### config.mk
export PLATFORM = sky130hd
export DESIGN_NAME = optical_heart_beat_detector_unit
export DESIGN_NICKNAME = d
export VERILOG_FILES = /design/src/rtl/core/ohbd_pkg.sv /design/src/rtl/core/optical_heart_beat_detector_unit.sv
export SDC_FILE = /design/constraint.sdc
export NUM_CORES = 2
export LEC_CHECK = 0
export BUFFER_PORTS_ARGS = -buffer_cell sky130_fd_sc_hd__clkbuf_2
export CAP_MARGIN = 20
export CORE_MARGIN = 2
export CORE_UTILIZATION = 45
export DETAILED_ROUTE_END_ITERATION = 10
export GPL_TIMING_DRIVEN = 0
export PLACE_DENSITY_LB_ADDON = 0.08
export SLEW_MARGIN = 40
export SYNTH_ARGS = -nofsm -noshare
export SYNTH_HDL_FRONTEND = slang
export SYNTH_SLANG_ARGS = --single-unit
### constraint.sdc
create_clock -name i_clk -period 14.2 [get_ports i_clk]
set_clock_uncertainty 0.15 [all_clocks]
set_input_delay 1.42 -clock i_clk [delete_from_list [all_inputs] [get_ports i_clk]]
set_output_delay 1.42 -clock i_clk [all_outputs]
set_load 0.02 [all_outputs]
### src/rtl/core/ohbd_pkg.sv
// ---------------------------------------------------------------------------
// ohbd_pkg: shared constants of the optical heart beat detector
// Widths, low-pass tap table and configuration register indexes.
// ---------------------------------------------------------------------------
`default_nettype none
package ohbd_pkg;
    localparam int SampleW = 18;
    localparam int RingD   = 32;
    localparam int PosW    = 5;
    localparam int AcW     = 21;
    localparam int FiltW   = 29;
    localparam int AccW    = 40;
    localparam int SumW    = 23;
    localparam int TapW    = 14;

    localparam logic [1:0] CfgMinAmp  = 2'd0;
    localparam logic [1:0] CfgMaxAmp  = 2'd1;
    localparam logic [1:0] CfgRiseLim = 2'd2;

    function automatic logic signed [TapW-1:0] fir_tap(input logic [3:0] k);
        logic signed [TapW-1:0] t;
        begin
            case (k)
                4'd0:  t = -14'sd111;
                4'd1:  t = -14'sd83;
                4'd2:  t = -14'sd10;
                4'd3:  t = 14'sd202;
                4'd4:  t = 14'sd603;
                4'd5:  t = 14'sd1212;
                4'd6:  t = 14'sd2009;
                4'd7:  t = 14'sd2923;
                4'd8:  t = 14'sd3842;
                4'd9:  t = 14'sd4632;
                4'd10: t = 14'sd5167;
                4'd11: t = 14'sd5356;
                default: t = 14'sd0;
            endcase
            return t;
        end
    endfunction
endpackage
`default_nettype wire

### src/rtl/core/optical_heart_beat_detector_unit.sv
// ---------------------------------------------------------------------------
// optical_heart_beat_detector_unit: optical heart beat detector
// DC removal by two moving means, 23-tap low-pass, three-point shape detect.
// ---------------------------------------------------------------------------
// usage:
//   input channel i_valid/o_stall carries one 18-bit ir sample per beat.
//   output channel o_valid/i_stall carries beat flag, dc estimate and the
//   filtered value for every sample, one result per sample.
//   config channel i_cfg_valid/o_cfg_ready writes min/max amplitude and the
//   rise run limit by index; writes are taken at any time.
// timing:
//   a sample is taken only in idle; after the accept the block sums the raw
//   ring and the mean ring, forms the dc estimate, writes the ac value, runs
//   the two-stage tap pipeline feeding the shared multiplier, then does the
//   last accumulate and the output step; the next sample is taken once the
//   block is back in idle. the raw and mean rings are read one entry per
//   cycle, the ac ring at two addresses at once.
// reset:
//   synchronous active low; afterward a clearing pass zeroes the three rings
//   before the first sample is taken.
// stall:
//   the result waits in the output register; the block then takes the next
//   sample and holds in its output step until the waiting result is taken.
`default_nettype none
module optical_heart_beat_detector_unit (
    input  wire logic                             i_clk,
    input  wire logic                             i_rst_n,
    input  wire logic                             i_valid,
    output logic                                  o_stall,
    input  wire logic [ohbd_pkg::SampleW-1:0]     i_ir_sample,
    output logic                                  o_valid,
    input  wire logic                             i_stall,
    output logic                                  o_beat,
    output logic [ohbd_pkg::SampleW-1:0]          o_dc_estimate,
    output logic signed [ohbd_pkg::FiltW-1:0]     o_filtered,
    input  wire logic                             i_cfg_valid,
    output logic                                  o_cfg_ready,
    input  wire logic [1:0]                       i_cfg_index,
    input  wire logic [31:0]                      i_cfg_data
);
    localparam int PW = ohbd_pkg::PosW;
    localparam int SW = ohbd_pkg::SampleW;
    localparam int FW = ohbd_pkg::FiltW;

    typedef enum logic [3:0] {
        ST_CLEAR, ST_IDLE, ST_RAW, ST_MEAN, ST_AC, ST_FIR, ST_FIRACC, ST_SHAPE, ST_OUT
    } t_state;

    t_state r_state;
    logic [PW:0]   r_cnt;
    logic [PW-1:0] r_dc_pos, r_fir_pos;
    logic [SW-1:0] r_sample;
    logic [ohbd_pkg::SumW-1:0] r_sum;
    logic [SW-1:0] r_mean, r_est, r_oldest;
    logic signed [ohbd_pkg::AccW-1:0] r_acc;
    logic signed [ohbd_pkg::AcW:0] r_pair;
    logic [3:0] r_tap;
    logic [27:0] r_min_amp;
    logic [28:0] r_max_amp;
    logic [3:0]  r_rise_lim, r_rise;
    logic signed [FW-1:0] r_p1, r_p2, r_valley, r_peak;
    logic r_mvalley, r_valley_f, r_mpeak;
    logic [SW-1:0] raw_mem  [ohbd_pkg::RingD];
    logic [SW-1:0] mean_mem [ohbd_pkg::RingD];
    logic signed [ohbd_pkg::AcW-1:0] ac_mem [ohbd_pkg::RingD];
    logic [SW-1:0] r_raw_rd, r_mean_rd;
    logic signed [ohbd_pkg::AcW-1:0] r_ac_a, r_ac_b;
    logic r_ovalid, r_obeat;
    logic [SW-1:0] r_odc;
    logic signed [FW-1:0] r_ofilt;

    logic [PW-1:0] rd_idx, ac_a_idx, ac_b_idx;
    logic [PW:0] cnt_m1;
    logic [3:0] tap_m2;
    logic signed [ohbd_pkg::AcW:0] pair_sum;
    logic signed [ohbd_pkg::AcW+ohbd_pkg::TapW:0] prod;
    logic signed [ohbd_pkg::AccW-1:0] shifted;
    logic signed [FW-1:0] cur;
    logic signed [SW+2:0] ac_val;
    logic eq21, lt21, gt21, lt1c, gt1c, eq1c;
    logic n_mvalley, n_valley_f, n_mpeak, n_peak_f, n_beat;
    logic signed [FW-1:0] n_valley, n_peak;
    logic [3:0] n_rise;
    logic signed [FW:0] amp;

    assign o_stall     = (r_state != ST_IDLE);
    assign o_cfg_ready = 1'b1;
    assign o_valid       = r_ovalid;
    assign o_beat        = r_obeat;
    assign o_dc_estimate = r_odc;
    assign o_filtered    = r_ofilt;

    // ring read address during sweeps; slot 0..31 by count
    assign rd_idx = r_cnt[PW-1:0];
    assign cnt_m1 = r_cnt - 1'b1;
    // read data and pair register put the tap two steps behind the count
    assign tap_m2 = r_tap - 4'd2;
    assign ac_a_idx = r_fir_pos - PW'(r_tap);
    assign ac_b_idx = r_fir_pos - PW'(22) + PW'(r_tap);
    assign pair_sum = (r_tap == 4'd12) ? {r_ac_a[ohbd_pkg::AcW-1], r_ac_a}
                    : ({r_ac_a[ohbd_pkg::AcW-1], r_ac_a} + {r_ac_b[ohbd_pkg::AcW-1], r_ac_b});
    assign prod = r_pair * ohbd_pkg::fir_tap(tap_m2);
    assign ac_val = ($signed({3'b0, r_est}) - $signed({3'b0, r_oldest})) <<< 2;
    assign shifted = r_acc >>> 8;
    assign cur = FW'(-shifted);

    always_comb begin
        eq21 = (r_p2 == r_p1);
        lt21 = (r_p2 < r_p1);
        gt21 = (r_p2 > r_p1);
        lt1c = (r_p1 < cur);
        gt1c = (r_p1 > cur);
        eq1c = (r_p1 == cur);
        n_mvalley = r_mvalley; n_valley_f = r_valley_f; n_mpeak = r_mpeak;
        n_peak_f = 1'b0; n_valley = r_valley; n_peak = r_peak; n_rise = r_rise;
        n_beat = 1'b0;
        if (eq21 && lt1c) begin
            if (r_mvalley) begin
                n_valley_f = 1'b1; n_valley = r_p1; n_mvalley = 1'b0;
            end
            n_mpeak = 1'b0;
        end
        if (eq21 && gt1c) begin
            n_mvalley = 1'b0;
            if (r_mpeak && r_p1 > 0) begin
                n_mpeak = 1'b0; n_peak_f = 1'b1; n_peak = r_p1;
            end
        end
        if (lt21 && eq1c) n_mpeak = 1'b1;
        if (lt21 && gt1c && r_p1 > 0) begin
            n_peak_f = 1'b1; n_peak = r_p1;
        end
        if (gt21 && lt1c) begin
            n_valley_f = 1'b1; n_valley = r_p1;
        end
        if (gt21 && eq1c) n_mvalley = 1'b1;
        if (r_rise < r_rise_lim) begin
            n_rise = (!gt1c) ? r_rise + 4'd1 : 4'd0;
        end
        amp = {n_peak[FW-1], n_peak} - {n_valley[FW-1], n_valley};
        if (n_peak_f) begin
            n_beat = n_valley_f && (n_rise == r_rise_lim)
                   && (amp > $signed({2'b0, r_min_amp}))
                   && (amp < $signed({1'b0, r_max_amp}));
            n_mpeak = 1'b0; n_mvalley = 1'b0; n_valley_f = 1'b0; n_rise = 4'd0;
        end
    end

    // ring memories: one write, registered reads
    always_ff @(posedge i_clk) begin
        r_raw_rd  <= raw_mem[rd_idx];
        r_mean_rd <= mean_mem[rd_idx];
        r_ac_a    <= ac_mem[ac_a_idx];
        r_ac_b    <= ac_mem[ac_b_idx];
        if (r_state == ST_CLEAR) begin
            raw_mem[rd_idx]  <= '0;
            mean_mem[rd_idx] <= '0;
            ac_mem[rd_idx]   <= '0;
        end else if (r_state == ST_IDLE && i_valid && !o_stall) begin
            raw_mem[r_dc_pos] <= i_ir_sample;
        end else if (r_state == ST_MEAN && r_cnt == '0) begin
            mean_mem[r_dc_pos] <= r_sum[ohbd_pkg::SumW-1:PW];
        end else if (r_state == ST_FIR) begin
            ac_mem[r_fir_pos] <= ohbd_pkg::AcW'(ac_val);
        end
    end

    always_ff @(posedge i_clk) begin
        if (!i_rst_n) begin
            r_state <= ST_CLEAR; r_cnt <= '0; r_dc_pos <= '0; r_fir_pos <= '0;
            r_p1 <= '0; r_p2 <= '0; r_valley <= '0; r_peak <= '0;
            r_mvalley <= 1'b0; r_valley_f <= 1'b0; r_mpeak <= 1'b0; r_rise <= '0;
            r_min_amp <= 28'd75; r_max_amp <= 29'd2500000; r_rise_lim <= 4'd6;
            r_ovalid <= 1'b0;
        end else begin
            if (i_cfg_valid) begin
                case (i_cfg_index)
                    ohbd_pkg::CfgMinAmp:  r_min_amp  <= i_cfg_data[27:0];
                    ohbd_pkg::CfgMaxAmp:  r_max_amp  <= i_cfg_data[28:0];
                    ohbd_pkg::CfgRiseLim: r_rise_lim <= i_cfg_data[3:0];
                    default: ;
                endcase
            end
            if (r_ovalid && !i_stall) r_ovalid <= 1'b0;
            case (r_state)
                ST_CLEAR: begin
                    r_cnt <= r_cnt + 1'b1;
                    if (r_cnt == 6'(ohbd_pkg::RingD - 1)) begin
                        r_cnt <= '0; r_state <= ST_IDLE;
                    end
                end
                ST_IDLE: begin
                    if (i_valid && !o_stall) begin
                        r_sample <= i_ir_sample;
                        r_cnt <= '0; r_sum <= '0; r_state <= ST_RAW;
                    end
                end
                ST_RAW: begin
                    // read data arrives the cycle after its address; written slot uses the new sample
                    r_cnt <= r_cnt + 1'b1;
                    if (r_cnt != '0)
                        r_sum <= r_sum + ((cnt_m1[PW-1:0] == r_dc_pos) ?
                                 ohbd_pkg::SumW'(r_sample) : ohbd_pkg::SumW'(r_raw_rd));
                    if (r_cnt == 6'(ohbd_pkg::RingD)) begin
                        r_cnt <= '0; r_state <= ST_MEAN;
                    end
                end
                ST_MEAN: begin
                    if (r_cnt == '0) begin
                        r_mean <= r_sum[ohbd_pkg::SumW-1:PW];
                        r_sum <= '0;
                    end else begin
                        r_sum <= r_sum + ((cnt_m1[PW-1:0] == r_dc_pos) ?
                                 ohbd_pkg::SumW'(r_mean) : ohbd_pkg::SumW'(r_mean_rd));
                    end
                    // raw read data holds the slot one behind the count
                    if (r_cnt != '0 && cnt_m1[PW-1:0] == PW'(r_dc_pos + 1'b1))
                        r_oldest <= r_raw_rd;
                    r_cnt <= r_cnt + 1'b1;
                    if (r_cnt == 6'(ohbd_pkg::RingD)) begin
                        r_cnt <= '0; r_state <= ST_AC;
                    end
                end
                ST_AC: begin
                    r_est <= r_sum[ohbd_pkg::SumW-1:PW];
                    r_state <= ST_FIR;
                end
                ST_FIR: begin
                    // ac write lands this cycle, reads start next
                    r_acc <= '0; r_tap <= '0; r_state <= ST_FIRACC;
                end
                ST_FIRACC: begin
                    if (r_tap != '0) r_pair <= pair_sum;
                    if (r_tap > 4'd1) r_acc <= r_acc + ohbd_pkg::AccW'(prod);
                    r_tap <= r_tap + 4'd1;
                    if (r_tap == 4'd13) r_state <= ST_SHAPE;
                end
                ST_SHAPE: begin
                    r_acc <= r_acc + ohbd_pkg::AccW'(prod);
                    r_state <= ST_OUT;
                end
                ST_OUT: begin
                    if (!r_ovalid || !i_stall) begin
                        r_ovalid <= 1'b1; r_obeat <= n_beat;
                        r_odc <= r_est; r_ofilt <= cur;
                        r_p2 <= r_p1; r_p1 <= cur;
                        r_mvalley <= n_mvalley; r_valley_f <= n_valley_f;
                        r_mpeak <= n_mpeak; r_valley <= n_valley;
                        r_peak <= n_peak; r_rise <= n_rise;
                        r_dc_pos <= r_dc_pos + 1'b1; r_fir_pos <= r_fir_pos + 1'b1;
                        r_state <= ST_IDLE;
                    end
                end
                default: r_state <= ST_IDLE;
            endcase
        end
    end
endmodule
`default_nettype wire

==> impl_metrics.ini <==
[worst_setup_path]
crit_fanout = 10
crit_buf_inv = 7
end_kind = flop
critPathArrivalTime_ns = 13.90
cpMaxStageDelayCell = nor4b_4
worstPathRequired_ns = 14.73
worstSetupPathType = flop to flop
crit_path_start_kind = flop
cpPeakStageDelay_ns = 0.75
cp_top_family = simple AND/OR/NAND/NOR gates

[clock_network]
clk_path_buf_depth = 3
cts_resized = 0
htreeDepth = 4
clk_latency_ns = 0.89
cts_tree = done
postCtsHoldBufs = 0
post_cts_buffers = 0
ctsRootBufferMaster = clkbuf_16
cts_sinks = 2241
clk_pin_slew_ns = 0.06
cts_buffers = 235

[die]
die_h_microns = 498
core_sq_um = 243000
fp.dieArea_sq_um = 248000
initial_core_util_pct = 45.2
rows = 181
fp.dieW_microns = 498
io-pin-count = 108

[outcome]
status = complete, no violations

[drt]
drc = 0
drt-initial-drc-count = 6055
wl_per_cell_microns = 28.7
first_pass_iters = 5
viasPerCell = 5.83
ant_nets = 0
vias = 64300
drt-total-wl_microns = 316000

[placement]
dpl.hpwl_microns = 236000
place_ws_ns = 1.05
gp_congestion = 0.887
io_buffers = 103

[sta]
fin_crit_sh_pct = 94.1
slew_headroom_pct = 36.0
rsz0062_at_grt = false
timing.fmax_mhz = 74.8
slew_viol_final = 0
finalHoldViolations = 0
whs_ns = 0.275
min_period_ns = 13.37
worst_slack_ns = 0.832
setup_tns_ns = 0
tightest_slew_ns = 0.953
setup_violations = 0

[pwr]
finalPower_mw = 17.4
ir_drop_mv = 0.160
switchingPower_mw = 4.82
pwr_density_cell_nw_per_um2 = 138
p_seq_share_pct = 44.0
switching_share_pct = 27.7
comb_power_share_pct = 19.8
internal_power_mw = 12.6
leakagePower_nw = 41.6
p_clk_share_pct = 36.2

[global_routing]
grt_max_degree = 33
antenna_found_initial = 10
grtUsageTotal_pct = 25.5
grt_pass1_wl_microns = 458000
grt_pass1_vias = 65500
overflow = 0

[logic_synthesis]
synth.distinct_cells = 96
synth_edf_count = 1962
ys.flop_type = edfxtp_1
ys_warn_count = 0
synth_nets = 7813
ys_ff_latch = 2241
syn_area_sq_um = 110000
async_flop_share_pct = 0
postSynthAreaPerCell_sq_um = 15.4
synthCells = 7098
seq_area_frac_synth_pct = 58.8

[finish]
synthToLayoutAreaGrowth_pct = 15.1
drive_gt1_share_pct = 23.8
fillers = 20100
regArea_sq_um = 64500
multiInputGateArea_sq_um = 42900
nNetsFinal = 8309

[worst_hold_path]
min_path_type = flop to flop

[job]
cap_viol_max_count = 0
==> state kept, by name, indices dropped and copies added, names as in the netlist, 18 cells and up <==
name / count
r_ac_b: 19
r_est: 18
r_mean: 18
r_raw_rd: 18
r_pair: 20
r_acc: 35
r_sum: 23
r_mean_rd: 18
raw_mem: 576
o_dc_estimate: 18
mean_mem: 576
r_p1: 29
r_ac_a: 19
r_peak: 29
r_max_amp: 29
ac_mem: 608
r_p2: 29
r_sample: 18
o_filtered: 29
r_valley: 29
r_oldest: 18
r_min_amp: 28
==> area by class of cell <==
type                       instances  area share, %
tap                             3202           3.17
sequential                      2241           51.1
buffer                           353           1.22
antenna                           11         0.0218
multi-input combinational       3938           34.0
clock inverter                   142           1.22
clock buffer                     300           5.05
timing repair buffer             259           2.53
inverter                         566           1.68
==> cell usage in the layout (no fill, tap or decap), drive strengths merged, types with 24 or more instances in the layout <==
master,instances
and2,115
mux2,110
nand2b,39
edfxtp,1962
a31oi,28
dfxtp,279
nor3,57
o21ai,163
buf,236
nor2b,81
nand4,27
nand2,647
inv,576
xor2,56
fa,325
clkbuf,674
or2,27
nand3,62
bufinv,27
nor2,316
o31ai,26
a21o,42
xnor2,114
ha,333
clkinv,99
mux4,740
and3,24
a21oi,335
==> final timing paths <==
path / startpoint / to / slack [ns] / cells past startpoint
worst min-delay path: r_raw_rd[9] / r_oldest[9] / 0.28 / 0
worst max-delay path: r_acc[8] / o_beat / 0.83 / 51
worst max register to register: r_acc[8] / o_beat / 0.83 / 51
worst min register to register: r_raw_rd[9] / r_oldest[9] / 0.28 / 0
==> Yosys cell counts (all sizes together) (22+ instances only) <==
cell type | n | share of area (%)
ha | 333 | 3.8
o31ai | 26 | 0.18
nor2 | 316 | 1.1
o21a | 23 | 0.16
clkbuf | 271 | 0.93
and2 | 115 | 0.66
xor2 | 56 | 0.45
a21o | 42 | 0.29
a21oi | 335 | 1.5
nand3 | 62 | 0.28
inv | 566 | 1.9
and3 | 24 | 0.14
nand2b | 39 | 0.22
nand4 | 27 | 0.15
or2 | 27 | 0.15
a211oi | 23 | 0.16
mux2 | 110 | 1.1
dfxtp | 279 | 5.1
fa | 325 | 5.9
o21ai | 163 | 0.75
buf | 82 | 0.30
mux4 | 740 | 15
a31oi | 28 | 0.16
nor2b | 81 | 0.46
edfxtp | 1962 | 54
xnor2 | 114 | 0.92
nor3 | 57 | 0.28
o211ai | 22 | 0.15
nand2 | 647 | 2.2
==> power by group through the flow <==
stage	Sequential [mW]	Combinational, mW	Clock [mW]
final	7.66	3.45	6.32
after detailed placement	7.81	3.47	0
after global routing	7.69	3.64	6.66
after CTS	7.67	3.48	6.41
after global placement	7.82	3.15	0
after floorplan	7.73	2.04	0
==> logic make-up after synthesis <==
| logic type | Yosys count | synth area share (%) |
|---|---|---|
| buf+inv | 919 | 3.17 |
| flops | 2241 | 58.8 |
| fa+ha+maj | 660 | 9.75 |
| mux | 855 | 16.4 |
| other cells | 1 | 0.00342 |
| xor+xnor | 171 | 1.39 |
| compound gates | 787 | 4.34 |
| simple gates | 1464 | 6.16 |
==> through the flow <==
stage | instance area, sq um | std cells | utilization, %
finish | 126000 | 11000 | 52.0
global route | 126000 | 11000 | 52.0
CTS | 126000 | 11000 | 51.9
detailed placement | 118000 | 10600 | 48.7
global placement | 114000 | 10400 | 47.0
floorplan | 110000 | 7098 | -
==> layer usage <==
| metal | wire length, microns | GRT usage (%) |
|---|---|---|
| met1 | 132000 | 34.9 |
| met2 | 154000 | 41.8 |
| met3 | 20600 | 4.21 |
| met4 | 10100 | 8.05 |
| met5 | 0 | 0 |
Power figures use the tool's default switching activity.
